$ cat src/rtl/bb_ram.sv
// Generic single-write, single-read RAM with registered read data.
module bb_ram #(
   parameter int WIDTH = 8,
   parameter int DEPTH = 16
) (
   input  logic                     clock,
   input  logic                     wr_en,
   input  logic [$clog2(DEPTH)-1:0] wr_addr,
   input  logic [WIDTH-1:0]         wr_data,
   input  logic                     rd_en,
   input  logic [$clog2(DEPTH)-1:0] rd_addr,
   output logic [WIDTH-1:0]         rd_data
);
   logic [WIDTH-1:0] mem [DEPTH];
   logic [WIDTH-1:0] rd_data_ff;

   always_ff @(posedge clock) begin
      if (wr_en) begin
         mem[wr_addr] <= wr_data;
      end
      if (rd_en) begin
         rd_data_ff <= mem[rd_addr];
      end
   end

   assign rd_data = rd_data_ff;
endmodule

$ cat config.mk
export PLATFORM = sky130hd
export DESIGN_NAME = bb_ram
export DESIGN_NICKNAME = d
export VERILOG_FILES = /design/src/rtl/bb_ram.sv
export SDC_FILE = /design/constraint.sdc
export NUM_CORES = 1
export LEC_CHECK = 0
export BUFFER_PORTS_ARGS = -buffer_cell sky130_fd_sc_hd__buf_2
export CORE_MARGIN = 8
export CORE_UTILIZATION = 61
export DETAILED_ROUTE_END_ITERATION = 16
export GPL_ROUTABILITY_DRIVEN = 0
export GPL_TIMING_DRIVEN = 0
export PLACE_DENSITY = 0.87
export SYNTH_ARGS = -nofsm -noshare
export SYNTH_HDL_FRONTEND = slang
export SYNTH_SLANG_ARGS = --single-unit
$ cat constraint.sdc
create_clock -name clock -period 2.78 [get_ports clock]
set_clock_uncertainty 0.1 [all_clocks]
set_input_delay 0.139 -clock clock [delete_from_list [all_inputs] [get_ports clock]]
set_output_delay 0.139 -clock clock [all_outputs]
set_load 0.01 [all_outputs]
==> impl_metrics.csv <==
group,metric,value,unit
run_status,status,"finished clean",
setup_path,path_buf_inv,2,
finish,finish.net_count,306,
clocking,clock_path_buffers,2,
hold_path,holdCritPathClass,"in2reg",
logic_synthesis,ys_seq_area_frac,0.781,
logic_synthesis,yosysUniqueCellTypes,18,
timing,hold_ws,0.173,ns
floorplan,rows,33,
floorplan,chipWidth,109,µm
power,leakagePower,2.10,nW
placed_design,dp.cells,359,
route,drcViolationCount,0,
finish,final_cells,404,
power,power_density,777,nW/µm²
global_routing,grt_pass1_vias,2557,
finish,nFillCells,445,
timing,worst_pin_slew,1.35,ns
floorplan,core_region_area,8260,µm²
placed_design,hpwl,6280,µm
route,drt-pass1-iter-count,5,
clocking,clkLatencyLatePin,0.52,ns
run,drv_cap,0,
global_routing,antenna_found_initial,0,
clocking,clk_pin_slew,0.06,ns
timing,maxSlewHeadroom,0.0957,
logic_synthesis,avgSynthCellArea,22.8,µm²
timing,timing.final.crit_share,0.681,
timing,fin_crit,1.89,ns
logic_synthesis,synth-seq-cells,136,
clocking,htree_num_levels,4,
route,wirelength,10800,µm
floorplan,dieArea,11800,µm²
logic_synthesis,ys.warnings.count,0,
timing,rsz0062_at_grt,"no",
timing,hold_viol_final,0,
setup_path,arrival,1.92,ns
placed_design,placed_cell_area,5480,µm²
global_routing,track_usage,0.200,
floorplan,die_h,109,µm
logic_synthesis,synth.area.top_cells,"edfxtp_1, mux4_2, mux4_1",
setup_path,critPathLaunchType,"primary input",
power,power,0.00483,W
route,via_per_inst,6.63,
setup_path,crit_type,"in2reg",
finish,diodes,0,
route,wl_per_cell,26.8,µm
floorplan,num_io_pins,27,
clocking,numCtsBuffers,17,
logic_synthesis,synth_nets,248,
setup_path,path_cells,"dlygate4sd3_1 > buf_2 > nor3_1",
placed_design,io_buffers,25,
timing,fin_setup_tns,0,ns
setup_path,cp_max_fo,8,
setup_path,critPathTopFamily,"simple AND/OR/NAND/NOR gates",
timing,slew_violations,0,
global_routing,grt_max_degree,17,
global_routing,grt_overflow,0,
route,ant_nets,0,
route,routed-via-count,2677,
timing,setup_viol_count_final,0,
finish,area_growth_syn_to_layout,18.9,%
clocking,cts_tree,"done",
setup_path,worstPathRequired,2.81,ns
clocking,clock-sinks,136,
clocking,clockRootBuffer,"clkbuf_8",
route,first_iter_violations,221,
logic_synthesis,synth_top_area_share,0.781,
floorplan,initial_core_util,0.633,
setup_path,cp-end-kind,"flip-flop",
logic_synthesis,synth.cell_area,5230,µm²
logic_synthesis,synthCells,229,
setup_path,slowest_stage,"nor3_1",
timing,fmax,0.528,GHz
finish,drive_gt1_frac,0.284,
setup_path,cp_slowest_stage_delay,1.08,ns
logic_synthesis,yosysTopAreaCell,"edfxtp_1",
global_routing,grt_pass1_wl,16300,µm
power,peakVddDrop,0.572,mV
finish,post-route-cell-area,6210,µm²
clocking,cts_resized,0,
-- layer usage --
metal	track usage	part of all wire	vias to the layer above
met2	0.297	0.49	199
li1	-	-	1094
met1	0.274	0.38	1359
met5	0	0	-
met4	0.105	0.029	0
met3	0.0458	0.10	25
-- timing repair --
action,CTS,global route
endpoints found under the hold margin,136,4
hold buffers,9,3
buffers inserted,0,0
-- path summary, 6_finish.rpt --
kind	start	endpoint	slack (ns)	depth (start not counted)
setup / recovery	wr_addr[1]	mem[0][0]	0.89	3
hold reg to reg	mem[8][1]	rd_data[1]	0.69	3
setup reg to reg	mem[5][0]	rd_data[0]	1.08	3
hold / removal	rd_addr[0]	rd_data[7]	0.17	4
-- cell families (layout without fill, tap and decap cells) --
logic type             Yosys count  in the layout  share of synthesized area
buffers and inverters           10             80                     0.0165
flip-flops                     136            136                      0.781
AO/OA/AOI/OAI                   16             16                     0.0230
AND/OR/NAND/NOR                 35             35                     0.0314
multiplexers                    32             32                      0.148
-- synth_stat cells --
| cell type | number |
|---|---|
| a22oi_1 | 16 |
| and2_1 | 1 |
| and2b_1 | 1 |
| buf_2 | 3 |
| buf_4 | 1 |
| buf_6 | 3 |
| clkdlybuf4s25_2 | 3 |
| edfxtp_1 | 136 |
| mux4_1 | 14 |
| mux4_2 | 18 |
| nand2_1 | 9 |
| nand2b_1 | 2 |
| nand3_1 | 1 |
| nand3b_1 | 2 |
| nor2_1 | 13 |
| nor2b_1 | 1 |
| nor3_1 | 4 |
| or3b_2 | 1 |
-- report_power, final --
part           total (W)  leakage [nW]  internal, W  switching (W)
combinational   0.000237         0.581    0.0000998       0.000137
sequential       0.00232          1.24      0.00231      0.0000118
clock            0.00227         0.288      0.00145       0.000818
-- tightest hold or removal path: cells and delay by family --
kind	cells	cell delay, ns
buffers and inverters	1	0.10
AOI/OAI and AO/OA	1	0.11
and+or+nand+nor	1	0.10
muxes	1	0.24
-- flip-flops by register name (all words and copies together), names as in the netlist --
signal / count
rd_data: 8
mem: 128
-- area by class of cell --
type / count / area (µm²) / share of cell area
Multi-Input combinational cell: 83 / 1060 / 0.170
Clock buffer: 19 / 422 / 0.0678
Tap cell: 105 / 131 / 0.0211
Clock inverter: 12 / 176 / 0.0284
Sequential cell: 136 / 4080 / 0.657
Buffer: 10 / 86.3 / 0.0139
Timing Repair Buffer: 39 / 258 / 0.0415
-- through the flow --
stage	setup slack [ns]	util
finish	0.886	0.753
global route	0.825	0.753
CTS	0.984	0.747
detailed placement	0.501	0.664
global placement	0.500	0.664
floorplan	1.05	-
-- layout by cell type (no fill, tap or decap), types with 3 or more instances in the layout --
cell and n:
a22oi_1 16, mux4_2 18, clkbuf_16 16, edfxtp_1 136
nor3_1 4, dlygate4sd3_1 12, buf_6 3, buf_2 29
clkdlybuf4s25_2 3, clkinv_2 3, mux4_1 14, bufinv_16 4
nand2_1 9, nor2_1 13
Power figures use the tool's default switching activity.
