`src/rtl/bb_pkg.sv`:
```
// Package: shared constants and types for the box blur core.
package bb_pkg;
   localparam int IMAGE_SIZE_DEF = 256;
   localparam int WINDOW_DEF = 10;
   localparam int NUM_LANES = 3;
   localparam int PIX_W = 8;

   typedef logic [PIX_W-1:0] pix_type;

   // Request sequencing: read RAMs, update sums, divide, hold the response.
   typedef enum logic [2:0] {
      ST_IDLE, ST_READ, ST_CALC, ST_DIV, ST_OUT
   } bb_fsm_type;

   // Control that travels down the pipeline beside the lane data.
   typedef struct packed {
      logic        first_row;   // r == 0
      logic        drop_line;   // r >= WINDOW
      logic        first_col;   // c == 0
      logic        drop_col;    // c >= WINDOW
      logic        last_pix;    // top-left pixel
   } lane_ctl_type;
endpackage

```
`src/rtl/bb_div.sv`:
```
// Merge stage: restoring divider sharing one count across all lanes.
module bb_div #(
   parameter int SUM_W = 16,
   parameter int CNT_W = 8
) (
   input  logic                            clock,
   input  logic                            reset,
   input  logic                            start,
   input  logic [bb_pkg::NUM_LANES*SUM_W-1:0] dividend,
   input  logic [CNT_W-1:0]                divisor,
   output logic                            busy,
   output logic                            done,
   output logic [bb_pkg::NUM_LANES*bb_pkg::PIX_W-1:0] quotient
);
   import bb_pkg::*;
   localparam int STEP_W = $clog2(SUM_W + 1);

   logic [SUM_W-1:0] quo_ff [NUM_LANES];
   logic [SUM_W-1:0] quo_in [NUM_LANES];
   logic [CNT_W:0]   rem_ff [NUM_LANES];
   logic [CNT_W:0]   rem_in [NUM_LANES];
   logic [CNT_W-1:0] den_ff;
   logic [STEP_W-1:0] step_ff;
   logic             busy_ff;
   logic             done_ff;
   logic [CNT_W:0]   trial [NUM_LANES];

   always_comb begin
      for (int k = 0; k < NUM_LANES; k++) begin
         trial[k] = {rem_ff[k][CNT_W-1:0], quo_ff[k][SUM_W-1]};
         quo_in[k] = {quo_ff[k][SUM_W-2:0], 1'b0};
         rem_in[k] = trial[k];
         if (trial[k] >= {1'b0, den_ff}) begin
            rem_in[k] = trial[k] - {1'b0, den_ff};
            quo_in[k][0] = 1'b1;
         end
      end
   end

   always_ff @(posedge clock) begin
      if (reset) begin
         busy_ff <= 1'b0;
         done_ff <= 1'b0;
         step_ff <= '0;
      end else begin
         done_ff <= 1'b0;
         if (start) begin
            busy_ff <= 1'b1;
            step_ff <= '0;
         end else if (busy_ff) begin
            step_ff <= step_ff + 1'b1;
            if (step_ff == STEP_W'(SUM_W - 1)) begin
               busy_ff <= 1'b0;
               done_ff <= 1'b1;
            end
         end
      end
   end

   always_ff @(posedge clock) begin
      if (start) begin
         den_ff <= divisor;
         for (int k = 0; k < NUM_LANES; k++) begin
            quo_ff[k] <= dividend[k*SUM_W +: SUM_W];
            rem_ff[k] <= '0;
         end
      end else if (busy_ff) begin
         for (int k = 0; k < NUM_LANES; k++) begin
            quo_ff[k] <= quo_in[k];
            rem_ff[k] <= rem_in[k];
         end
      end
   end

   always_comb begin
      for (int k = 0; k < NUM_LANES; k++) begin
         quotient[k*PIX_W +: PIX_W] = quo_ff[k][PIX_W-1:0];
      end
   end

   assign busy = busy_ff;
   assign done = done_ff;
endmodule
```
`config.mk`:
```
export PLATFORM = sky130hd
export DESIGN_NAME = bb_div
export DESIGN_NICKNAME = d
export VERILOG_FILES = /design/src/rtl/bb_pkg.sv /design/src/rtl/bb_div.sv
export SDC_FILE = /design/constraint.sdc
export NUM_CORES = 1
export LEC_CHECK = 0
export ABC_AREA = 1
export BUFFER_PORTS_ARGS = -buffer_cell sky130_fd_sc_hd__buf_4
export CAP_MARGIN = 25
export CORE_MARGIN = 2
export CORE_UTILIZATION = 60
export DETAILED_ROUTE_END_ITERATION = 16
export PLACE_DENSITY_LB_ADDON = 0.08
export SLEW_MARGIN = 40
export SYNTH_ARGS = -nofsm -noshare
export SYNTH_HDL_FRONTEND = slang
export SYNTH_SLANG_ARGS = --single-unit
```
`constraint.sdc`:
```
create_clock -name clock -period 7.3 [get_ports clock]
set_clock_uncertainty 0.2 [all_clocks]
set_input_delay 1.095 -clock clock [delete_from_list [all_inputs] [get_ports clock]]
set_output_delay 1.095 -clock clock [all_outputs]
set_load 0.05 [all_outputs]
```
==> reports/metrics.yaml <==
placement:
  gp_congestion: 0.895
  pre_cts_ws_ps: 4640
  port_buffers: 84
  dpl.hpwl_mm: 7.93
  placed_cells: 818
  dpl-instance-area_sq_um: 5910
finish:
  layout_common_cells: "nand2_1 (268), buf_4 (85), edfxtp_1 (80)"
  final_common_cell: "nand2_1"
  drive_above_1_share_pct: 18.7
  antenna_cells: 0
  areaGrowthSynthToFinish_pct: 12.8
  design_area_sq_um: 6080
  nFillCells: 691
  final_cells: 834
  final_nets: 809
yosys:
  synth-main-ff-cell: "edfxtp_1"
  netlist.area_leader.share_pct: 44.5
  mappedNetlistArea_sq_um: 5390
  synth-edff-count: 80
  synthArstFlopShare_pct: 0
  synthCells: 663
  ys_types: 34
  yosysWarnings: 0
  ys_ff_latch: 87
  synth.area.top_cells: "edfxtp_1 (45%), nand2_1 (19%), ha_1 (6.0%)"
  avgSynthCellArea_sq_um: 8.13
  synth_top_area_cell: "edfxtp_1"
  syn-num-nets: 751
  ys_seq_area_share_pct: 47.1
clock_network:
  clock_sinks: 87
  clock_path_buffers: 2
  insertion_delay_ps: 360
  clk_pin_slew_ps: 90
  post-cts-setup-buffers: 0
  cts_tree: "yes"
  htree_levels: 3
  postCtsHoldBufs: 0
  cts_root_buffer: "clkbuf_8"
  numCtsBuffers: 9
  ctsResizeCount: 0
die:
  core_sq_um: 8720
  io_pins: 85
  dieArea_sq_um: 9760
  initial_core_util_pct: 61.8
  die_w_microns: 98.8
  fp-row-count: 34
  die_h_microns: 98.8
setup_path:
  r2r_end: "rem_ff[0][13]"
  cp.required_ps: 6000
  cp_max_fo: 11
  r2r-start: "den_ff[1]"
  reg2reg_depth: 8
  max_stage_delay_ps: 530
  crit_path_end_kind: "primary output"
  crit_type: "reg2out"
  start_kind: "flop"
  crit_buf_inv: 1
  critPathArrivalTime_ps: 1150
  path_delay_family: "flip-flops"
  worstPathCellList: "buf_4"
  crit_slowest_cell: "dfxtp_1"
  rrSetupSlack_ps: 4950
route:
  drt_pass1_iterations: 4
  drtIter0Drc: 201
  vias: 4260
  routed_wl_mm: 11.1
  ant_nets: 0
  post_drt_wl_per_cell_microns: 13.3
  drc_errors: 0
  avgViaCountPerCell: 5.11
grt:
  grt_max_degree: 73
  grt_overflow: 0
  antenna_found_initial: 0
  grt_pass1_vias: 4157
  grt_pass1_wl_mm: 18.6
  track_usage_pct: 23.7
timing:
  max_freq_mhz: 408
  hold_violations: 0
  period_share_pct: 33.6
  relSlewSlack_pct: 52.3
  fin_ws_ps: 4850
  final.setup.tns_ps: 0
  worst_pin_slew_ps: 715
  min_period_ps: 2450
  slew_viol_final: 0
  rsz0062_at_grt: "no"
  setup_viol: 0
min_path:
  hp-start: "step_ff[3]"
  hold_path_class: "reg2reg"
  hold_depth: 2
  whs_endpoint: "step_ff[3]"
power:
  power_leakage_uw: 0.00299
  power_density_nw_per_um2: 217
  ir_drop_uv: 143
  fin_total_pwr_uw: 1320
flow_run:
  max_cap_violations: 0
run_status:
  outcome: "complete, no violations"
[power breakdown]
| group | internal [uW] | leakage (uW) | total [uW] | switching, uW |
|---|---|---|---|---|
| Sequential | 599 | 0.000881 | 624 | 24.8 |
| Clock | 124 | 0.0000809 | 306 | 182 |
| Combinational | 141 | 0.00203 | 390 | 249 |
[synth_stat cells (2+ instances only)]
cell type / number
buf_6: 2
nand3_2: 2
nand2_1: 268
nor2_2: 13
a21oi_2: 2
nor3_1: 4
edfxtp_1: 80
o21ai_0: 4
xor2_1: 5
fa_1: 3
or2_2: 2
nand4_4: 2
inv_2: 3
buf_2: 4
a21boi_0: 2
nor2_1: 59
o21ai_1: 2
nand2_2: 7
dfxtp_1: 7
clkbuf_1: 8
buf_4: 24
ha_1: 26
nand4_1: 7
xnor2_1: 4
nand3_1: 33
a21oi_1: 13
inv_1: 70
[metal layers]
| metal | vias up | wire length [microns] | track usage [%] |
|---|---|---|---|
| met5 | - | 0 | 0 |
| met4 | 0 | 231 | 8.01 |
| met3 | 22 | 662 | 5.04 |
| met2 | 109 | 5280 | 38.7 |
| met1 | 1928 | 4890 | 31.6 |
| li1 | 2201 | - | - |
[worst max-delay path by stage]
stage,start,end,slack (ps),depth (start not counted)
floorplan,start,quo_ff[0][0],4150,2
global placement,start,quo_ff[0][42],4560,4
detailed placement,start,quo_ff[0][0],4640,4
CTS,busy,busy,4840,1
global route,den_ff[1],rem_ff[0][13],4760,8
finish,busy,busy,4850,1
[final cells by class]
| class | count | area [sq um] | share of cell area [%] |
|---|---|---|---|
| inverter | 73 | 275 | 4.52 |
| multi-input combinational | 464 | 2310 | 37.9 |
| clock buffer | 9 | 124 | 2.04 |
| timing repair buffer | 86 | 649 | 10.7 |
| clock inverter | 7 | 48.8 | 0.802 |
| sequential | 87 | 2540 | 41.8 |
| tap | 108 | 135 | 2.22 |
[sequential cells by signal, indices dropped and copies added (netlist names)]
signal and cells:
quo_ff 48, done 1, step_ff 5, den_ff 8
rem_ff 24, busy 1
[metrics by stage]
| step | hold slack [ps] | util (%) |
|---|---|---|
| finish | 289 | 69.8 |
| global route | 323 | 69.8 |
| CTS | 291 | 69.7 |
| detailed placement | 276 | 67.8 |
| global placement | 259 | 67.7 |
| floorplan | 245 | - |
[cell families (layout without fill, tap and decap cells)]
kind of cell             Yosys count  in the layout  synth area share [%]
XOR/XNOR                           9              9                  1.46
buffers and inverters            112            175                  10.0
adder cells (fa/ha/maj)           29             29                  7.15
AND/OR/NAND/NOR                  402            402                  31.5
flip-flops                        87             87                  47.1
AO/OA/AOI/OAI                     24             24                  2.67
[worst min-delay path: stages, from the launching register on]
cell	delay, ps
dfxtp_1	310
inv_1	80
a21oi_1	60
Power figures use the tool's default switching activity.
