<file path="src/rtl/bb_pkg.sv">
// Package: shared constants and types for the box blur core.
package bb_pkg;
   localparam int IMAGE_SIZE_DEF = 256;
   localparam int WINDOW_DEF = 10;
   localparam int NUM_LANES = 3;
   localparam int PIX_W = 8;

   typedef logic [PIX_W-1:0] pix_type;

   // Request sequencing: read RAMs, update sums, divide, hold the response.
   typedef enum logic [2:0] {
      ST_IDLE, ST_READ, ST_CALC, ST_DIV, ST_OUT
   } bb_fsm_type;

   // Control that travels down the pipeline beside the lane data.
   typedef struct packed {
      logic        first_row;   // r == 0
      logic        drop_line;   // r >= WINDOW
      logic        first_col;   // c == 0
      logic        drop_col;    // c >= WINDOW
      logic        last_pix;    // top-left pixel
   } lane_ctl_type;
endpackage

</file>
<file path="src/rtl/bb_lane.sv">
// One color lane: column sum update and running window sum.
module bb_lane #(
   parameter int SUM_W = 16
) (
   input  bb_pkg::pix_type      pix,
   input  bb_pkg::pix_type      old_pix,
   input  logic [SUM_W-1:0]     col_sum_old,
   input  logic [SUM_W-1:0]     col_sum_far,
   input  logic [SUM_W-1:0]     win_sum_old,
   input  bb_pkg::lane_ctl_type ctl,
   output logic [SUM_W-1:0]     col_sum_new,
   output logic [SUM_W-1:0]     win_sum_new
);
   import bb_pkg::*;
   logic [SUM_W-1:0] cs;
   logic [SUM_W-1:0] ws;

   always_comb begin
      cs = ctl.first_row ? '0 : col_sum_old;
      if (ctl.drop_line) begin
         cs = cs - SUM_W'(old_pix);
      end
      cs = cs + SUM_W'(pix);
      ws = ctl.first_col ? '0 : win_sum_old;
      ws = ws + cs;
      if (ctl.drop_col) begin
         ws = ws - col_sum_far;
      end
   end

   assign col_sum_new = cs;
   assign win_sum_new = ws;
endmodule

</file>
<file path="config.mk">
export PLATFORM = sky130hd
export DESIGN_NAME = bb_lane
export DESIGN_NICKNAME = d
export VERILOG_FILES = /design/src/rtl/bb_pkg.sv /design/src/rtl/bb_lane.sv
export SDC_FILE = /design/constraint.sdc
export NUM_CORES = 1
export LEC_CHECK = 0
export BUFFER_PORTS_ARGS = -buffer_cell sky130_fd_sc_hd__buf_2
export CORE_ASPECT_RATIO = 1.75
export CORE_MARGIN = 2
export CORE_UTILIZATION = 48
export DETAILED_ROUTE_END_ITERATION = 8
export MAX_ROUTING_LAYER = met4
export PLACE_DENSITY_LB_ADDON = 0.2
export SYNTH_ARGS = -nofsm -noshare
export SYNTH_HDL_FRONTEND = slang
export SYNTH_SLANG_ARGS = --single-unit
</file>
<file path="constraint.sdc">
create_clock -name vclk -period 6.95
set_clock_uncertainty 0.15 [all_clocks]
set_input_delay 0.3475 -clock vclk [all_inputs]
set_output_delay 0.3475 -clock vclk [all_outputs]
set_load 0.03 [all_outputs]
</file>
==> impl_metrics.tcl, run 1 <==
set metrics [dict create \
    areaGrowthSynthToFinish_pct 43.66 \
    vdd_ir_drop_max_mv 0.3444 \
    seq_area_frac_synth 0 \
    yosysMostFrequentCell "ha_1" \
    critPathBufInv 4 \
    grt_pass1_vias 3322 \
    gp_congestion 0.8912 \
    syn_nets 526 \
    n_antenna_cell 0 \
    synthDistinctLibCells 57 \
    synth_largest_area_cell "ha_1" \
    grt_max_degree 17 \
    nets 685 \
    drtIter0Drc 186 \
    die-area_um2 6616 \
    met1_length_mm 3.203 \
    syn_avg_cell_area_um2 7.028 \
    synthCells 407 \
    die_x_um 62.35 \
    nFillCells 523 \
    hold_class "input port to primary output" \
    grt_antenna_before_repair 0 \
    seq_power_share 0 \
    numSequentialCells 0 \
    die_h_um 106.1 \
    fp-row-count 37 \
    yosys_warnings 0 \
    antenna_left 0 \
    core_um2 5833 \
    synth_commonest_cells "ha_1, inv_1, nor2_1, nor2b_1, a21oi_1" \
    max_freq_mhz 147.2 \
    p_leak_nw 2.161 \
    instances_no_fill 642 \
    nClkBuffers 0 \
    synth.top_cell.area_share 0.2012 \
    intPower_uw 459.9 \
    p_sw_uw 604.5 \
    routed-wl-met2_mm 4.445 \
    wire_per_inst_um 12.88 \
    postCtsHoldBufs 0 \
    synthTopCellsByArea "ha_1, nor2b_1, xnor2_1" \
    slew_headroom 0.6439 \
    wl_met3_um 267 \
    dp.cells 634 \
    start_util 0.4903 \
    route.detailed.drc 0 \
    critical-path-max-stage-delay_ns 0.49 \
    crit_top_cell "nor2_1" \
    end_kind "primary output" \
    tightest_slew_ns 0.5335 \
    combPwrFrac 1.000 \
    critPathMaxFanout 4 \
    setup_viol 0 \
    hold_viol 0 \
    via_per_inst 5.343 \
    cp_top_family "simple AND/OR/NAND/NOR gates" \
    p_sw_frac 0.5679 \
    final_layout_size_suffix_gt1_frac 0.3848 \
    timing.final.crit_share 0.9775 \
    wirelength_mm 8.270 \
    cp_slowest_cell "or4_4" \
    multiInputGateArea_um2 2844 \
    drv_cap 0 \
    dr.pass1.iters 4 \
    top_layer "met4" \
    netlist_area_um2 2860 \
    cp.required_ns 6.45 \
    fin_total_pwr_mw 1.064 \
    critical_path_class "input port to primary output" \
    setup_slack_ns 0.1561 \
    numPortBuffers 100 \
    tns_ns 0 \
    pre_cts_slack_ns -0.2695 \
    rsz0062_at_grt "true" \
    place_hpwl_mm 6.595 \
    status "completed" \
    seq_area_um2 0 \
    gr-total-overflow 0 \
    grt_pass1_wl_mm 13.14 \
    cp-start-kind "input port" \
    clock_power_share 0 \
    power.density_nw_per_um2 259.0 \
    track_usage 0.2361 \
    io_pins 101 \
    period_minus_slack_ns 6.794 \
    arrival_ns 6.30 \
    vias 3430 \
    slew_violations 0 \
]
## final timing paths
check	startpoint	endpoint	slack, ns	cells past startpoint
worst max-delay path	ctl[4]	win_sum_new[15]	0.16	31
worst min-delay path	pix[0]	col_sum_new[0]	0.95	3
## per-stage QoR
stage / instance area, um2 / utilization / hold slack [ns]
floorplan: 2864 / - / 0.7771
global placement: 3850 / 0.6600 / 0.9553
detailed placement: 3850 / 0.6600 / 0.9600
CTS: 3926 / 0.6731 / 0.9600
global route: 4109 / 0.7044 / 0.9747
finish: 4109 / 0.7044 / 0.9549
## power groups by stage
stage               registers (mW)  clock network (mW)  logic [mW]
floorplan                        0                   0       0.733
global placement                 0                   0       0.987
detailed placement               0                   0        1.01
CTS                              0                   0        1.03
global route                     0                   0        1.16
finish                           0                   0        1.06
## placed cells by master, fill, tap and decap left out, drive strengths merged, types with 2 or more instances in the layout
| master | count |
|---|---|
| buf | 163 |
| ha | 46 |
| inv | 45 |
| nor2 | 35 |
| nor2b | 33 |
| a21oi | 31 |
| nand2 | 28 |
| o21ai | 25 |
| xnor2 | 21 |
| xor2 | 17 |
| a21o | 12 |
| nor3 | 11 |
| mux2 | 11 |
| o21a | 10 |
| nand3 | 7 |
| nand2b | 7 |
| a21boi | 6 |
| mux2i | 4 |
| nor4 | 4 |
| a31oi | 4 |
| or3 | 4 |
| fa | 4 |
| o31ai | 3 |
| and2 | 3 |
| a211o | 3 |
| a311oi | 3 |
| a211oi | 2 |
| a41o | 2 |
| nor3b | 2 |
| or2 | 2 |
| xnor3 | 2 |
## metal layers
metal / vias to the layer above / GRT usage
met4: 0 / 0.07460
li1: 1747 / -
met5: - / -
met1: 1558 / 0.2445
met2: 98 / 0.4720
met3: 27 / 0.008466
## timing repair
| item | 4_1_cts | 5_1_grt |
|---|---|---|
| setup buffers | 1 | 7 |
| pin swaps | 8 | 29 |
| endpoints found under the setup margin | 1 | 3 |
| resized for setup | 19 | 28 |
## layout make-up
type / instances / area share
inverter: 45 / 0.04172
timing repair buffer: 163 / 0.2424
tap: 78 / 0.02375
multi-input combinational: 356 / 0.6921
## cell families after synthesis
group                      share of synthesized area
and+or+nand+nor                               0.2572
AOI/OAI and AO/OA                             0.2546
buffers and inverters                        0.06693
adders and majority gates                     0.2292
xor gates and xnor gates                      0.1347
muxes                                        0.05731
Power figures use the tool's default switching activity.
==> run 2, diff against run 1 <==
--- a/config.mk
+++ b/config.mk
@@ -8,5 +8,7 @@
 export BUFFER_PORTS_ARGS = -buffer_cell sky130_fd_sc_hd__buf_2
+export CELL_PAD_IN_SITES_DETAIL_PLACEMENT = 0
+export CELL_PAD_IN_SITES_GLOBAL_PLACEMENT = 1
 export CORE_ASPECT_RATIO = 1.75
 export CORE_MARGIN = 2
-export CORE_UTILIZATION = 48
+export CORE_UTILIZATION = 33
 export DETAILED_ROUTE_END_ITERATION = 8
==> constraint.sdc (replaced) <==
create_clock -name vclk -period 6.95
set_clock_uncertainty 0.15 [all_clocks]
set_input_delay 1.0425 -clock vclk [all_inputs]
set_output_delay 1.0425 -clock vclk [all_outputs]
set_load 0.03 [all_outputs]
==> impl_metrics.tcl, run 2 (synthesis gave the netlist of run 1 again) <==
set metrics [dict create \
    route.detailed.drc 0 \
    io_pins 101 \
    critical-path-max-stage-delay_ns 0.52 \
    p_sw_uw 736.6 \
    grt_pass1_vias 3649 \
    period_minus_slack_ns 8.080 \
    combPwrFrac 1.000 \
    whs_path_depth 3 \
    numSequentialCells 0 \
    die-area_um2 9458 \
    p_leak_nw 2.675 \
    seq_power_share 0 \
    grt_max_degree 17 \
    rsz0062_at_grt "true" \
    power.density_nw_per_um2 276.4 \
    numPortBuffers 100 \
    drv_cap 0 \
    via_per_inst 4.924 \
    hold_start "pix[0]" \
    seq_area_um2 0 \
    final_core_util 0.6186 \
    postCtsHoldBufs 0 \
    cp_slowest_cell "or4_4" \
    status "complete, but fails checks" \
    dr.pass1.iters 4 \
    hold_viol 0 \
    clock_power_share 0 \
    antenna_left 0 \
    fp-row-count 45 \
    setup_slack_ns -1.130 \
    gr-total-overflow 0 \
    max_freq_mhz 123.8 \
    min_delay_worst_endpoint "col_sum_new[0]" \
    violations "setup timing" \
    n_antenna_cell 0 \
    wire_per_inst_um 12.96 \
    crit_top_cell "ha_4" \
    timing.final.crit_share 1.163 \
    final_common_cell "buf_4" \
    nClkBuffers 0 \
    critPathMaxFanout 4 \
    arrival_ns 6.89 \
    end_kind "primary output" \
    intPower_uw 726.4 \
    fin_area_um2 5294 \
    placed_area_um2 4537 \
    cp.required_ns 5.76 \
    slew_headroom 0.5276 \
    p_sw_frac 0.5035 \
    wirelength_mm 9.862 \
    multiInputGateArea_um2 3327 \
    tightest_slew_ns 0.7035 \
    hold_class "input port to primary output" \
    vias 3747 \
    start_util 0.3342 \
    grt_pass1_wl_mm 14.91 \
    setup_viol 7 \
    gp_congestion 0.9726 \
    core_um2 8558 \
    drtIter0Drc 71 \
    tns_ns -4.195 \
    final_layout_size_suffix_gt1_frac 0.5683 \
    critical_path_class "input port to primary output" \
    final_cell_mix "buf_4, buf_2, inv_1, nor2_1, ha_1" \
    areaGrowthSynthToFinish_pct 85.08 \
    die_x_um 74.38 \
    die_h_um 127.2 \
    nets 765 \
    vdd_ir_drop_max_mv 0.2989 \
    cp-start-kind "input port" \
    track_usage 0.1947 \
    place_hpwl_mm 7.697 \
    slew_violations 0 \
    grt_antenna_before_repair 0 \
    nFillCells 811 \
]
## run 2: worst max path at each step
stage / startpoint / endpoint / slack (ns) / cells past startpoint
final: ctl[4] / win_sum_new[15] / -1.13 / 31
after global placement: ctl[4] / win_sum_new[15] / -1.29 / 32
after CTS: ctl[4] / win_sum_new[15] / -1.12 / 30
after global routing: ctl[4] / win_sum_new[15] / -1.38 / 31
after detailed placement: ctl[4] / win_sum_new[15] / -1.35 / 31
after floorplan: ctl[4] / win_sum_new[15] / -1.04 / 29
## run 2: power groups by stage
| stage | logic, mW | clock network, mW | registers (mW) |
|---|---|---|---|
| 2_1_floorplan | 0.760 | 0 | 0 |
| 3_3_place_gp | 1.16 | 0 | 0 |
| 3_5_place_dp | 1.17 | 0 | 0 |
| 4_1_cts | 1.26 | 0 | 0 |
| 5_1_grt | 1.58 | 0 | 0 |
| 6_report | 1.46 | 0 | 0 |
## run 2: what timing repair did
item,4_1_cts,5_1_grt
buffers inserted,14,18
pin swaps,42,49
resized for setup,52,74
setup endpoints to repair,9,9
## run 2: cell type report
type / count / area share
multi-input cells: 356 / 0.6285
inverters: 45 / 0.03427
well taps: 117 / 0.02765
repair buffers: 243 / 0.3096
## run 2: per-stage QoR
stage               instances  power, mW  setup slack (ns)  hold slack, ns
floorplan                 407     0.7597            -1.041           2.167
global placement          730      1.156            -1.292           2.350
detailed placement        730      1.173            -1.346           2.353
CTS                       743      1.265            -1.118           2.353
global route              761      1.577            -1.377           2.377
finish                    761      1.463            -1.130           2.347
## run 2: metal layers
metal / vias up / wire length [um] / GRT usage
met3: 17 / 221 / 0.003943
met2: 78 / 5724 / 0.3899
met4: 0 / 200 / 0.03676
li1: 1907 / - / -
met1: 1745 / 3716 / 0.2031
met5: - / 0 / -
## run 2: worst max-delay path: cells and delay by family
kind | cells | cell delay (ns)
multiplexers | 2 | 0.42
AO/OA/AOI/OAI | 6 | 1.10
XOR/XNOR | 4 | 0.66
adder cells (fa/ha/maj) | 4 | 0.99
buffers and inverters | 4 | 0.39
AND/OR/NAND/NOR | 11 | 2.26
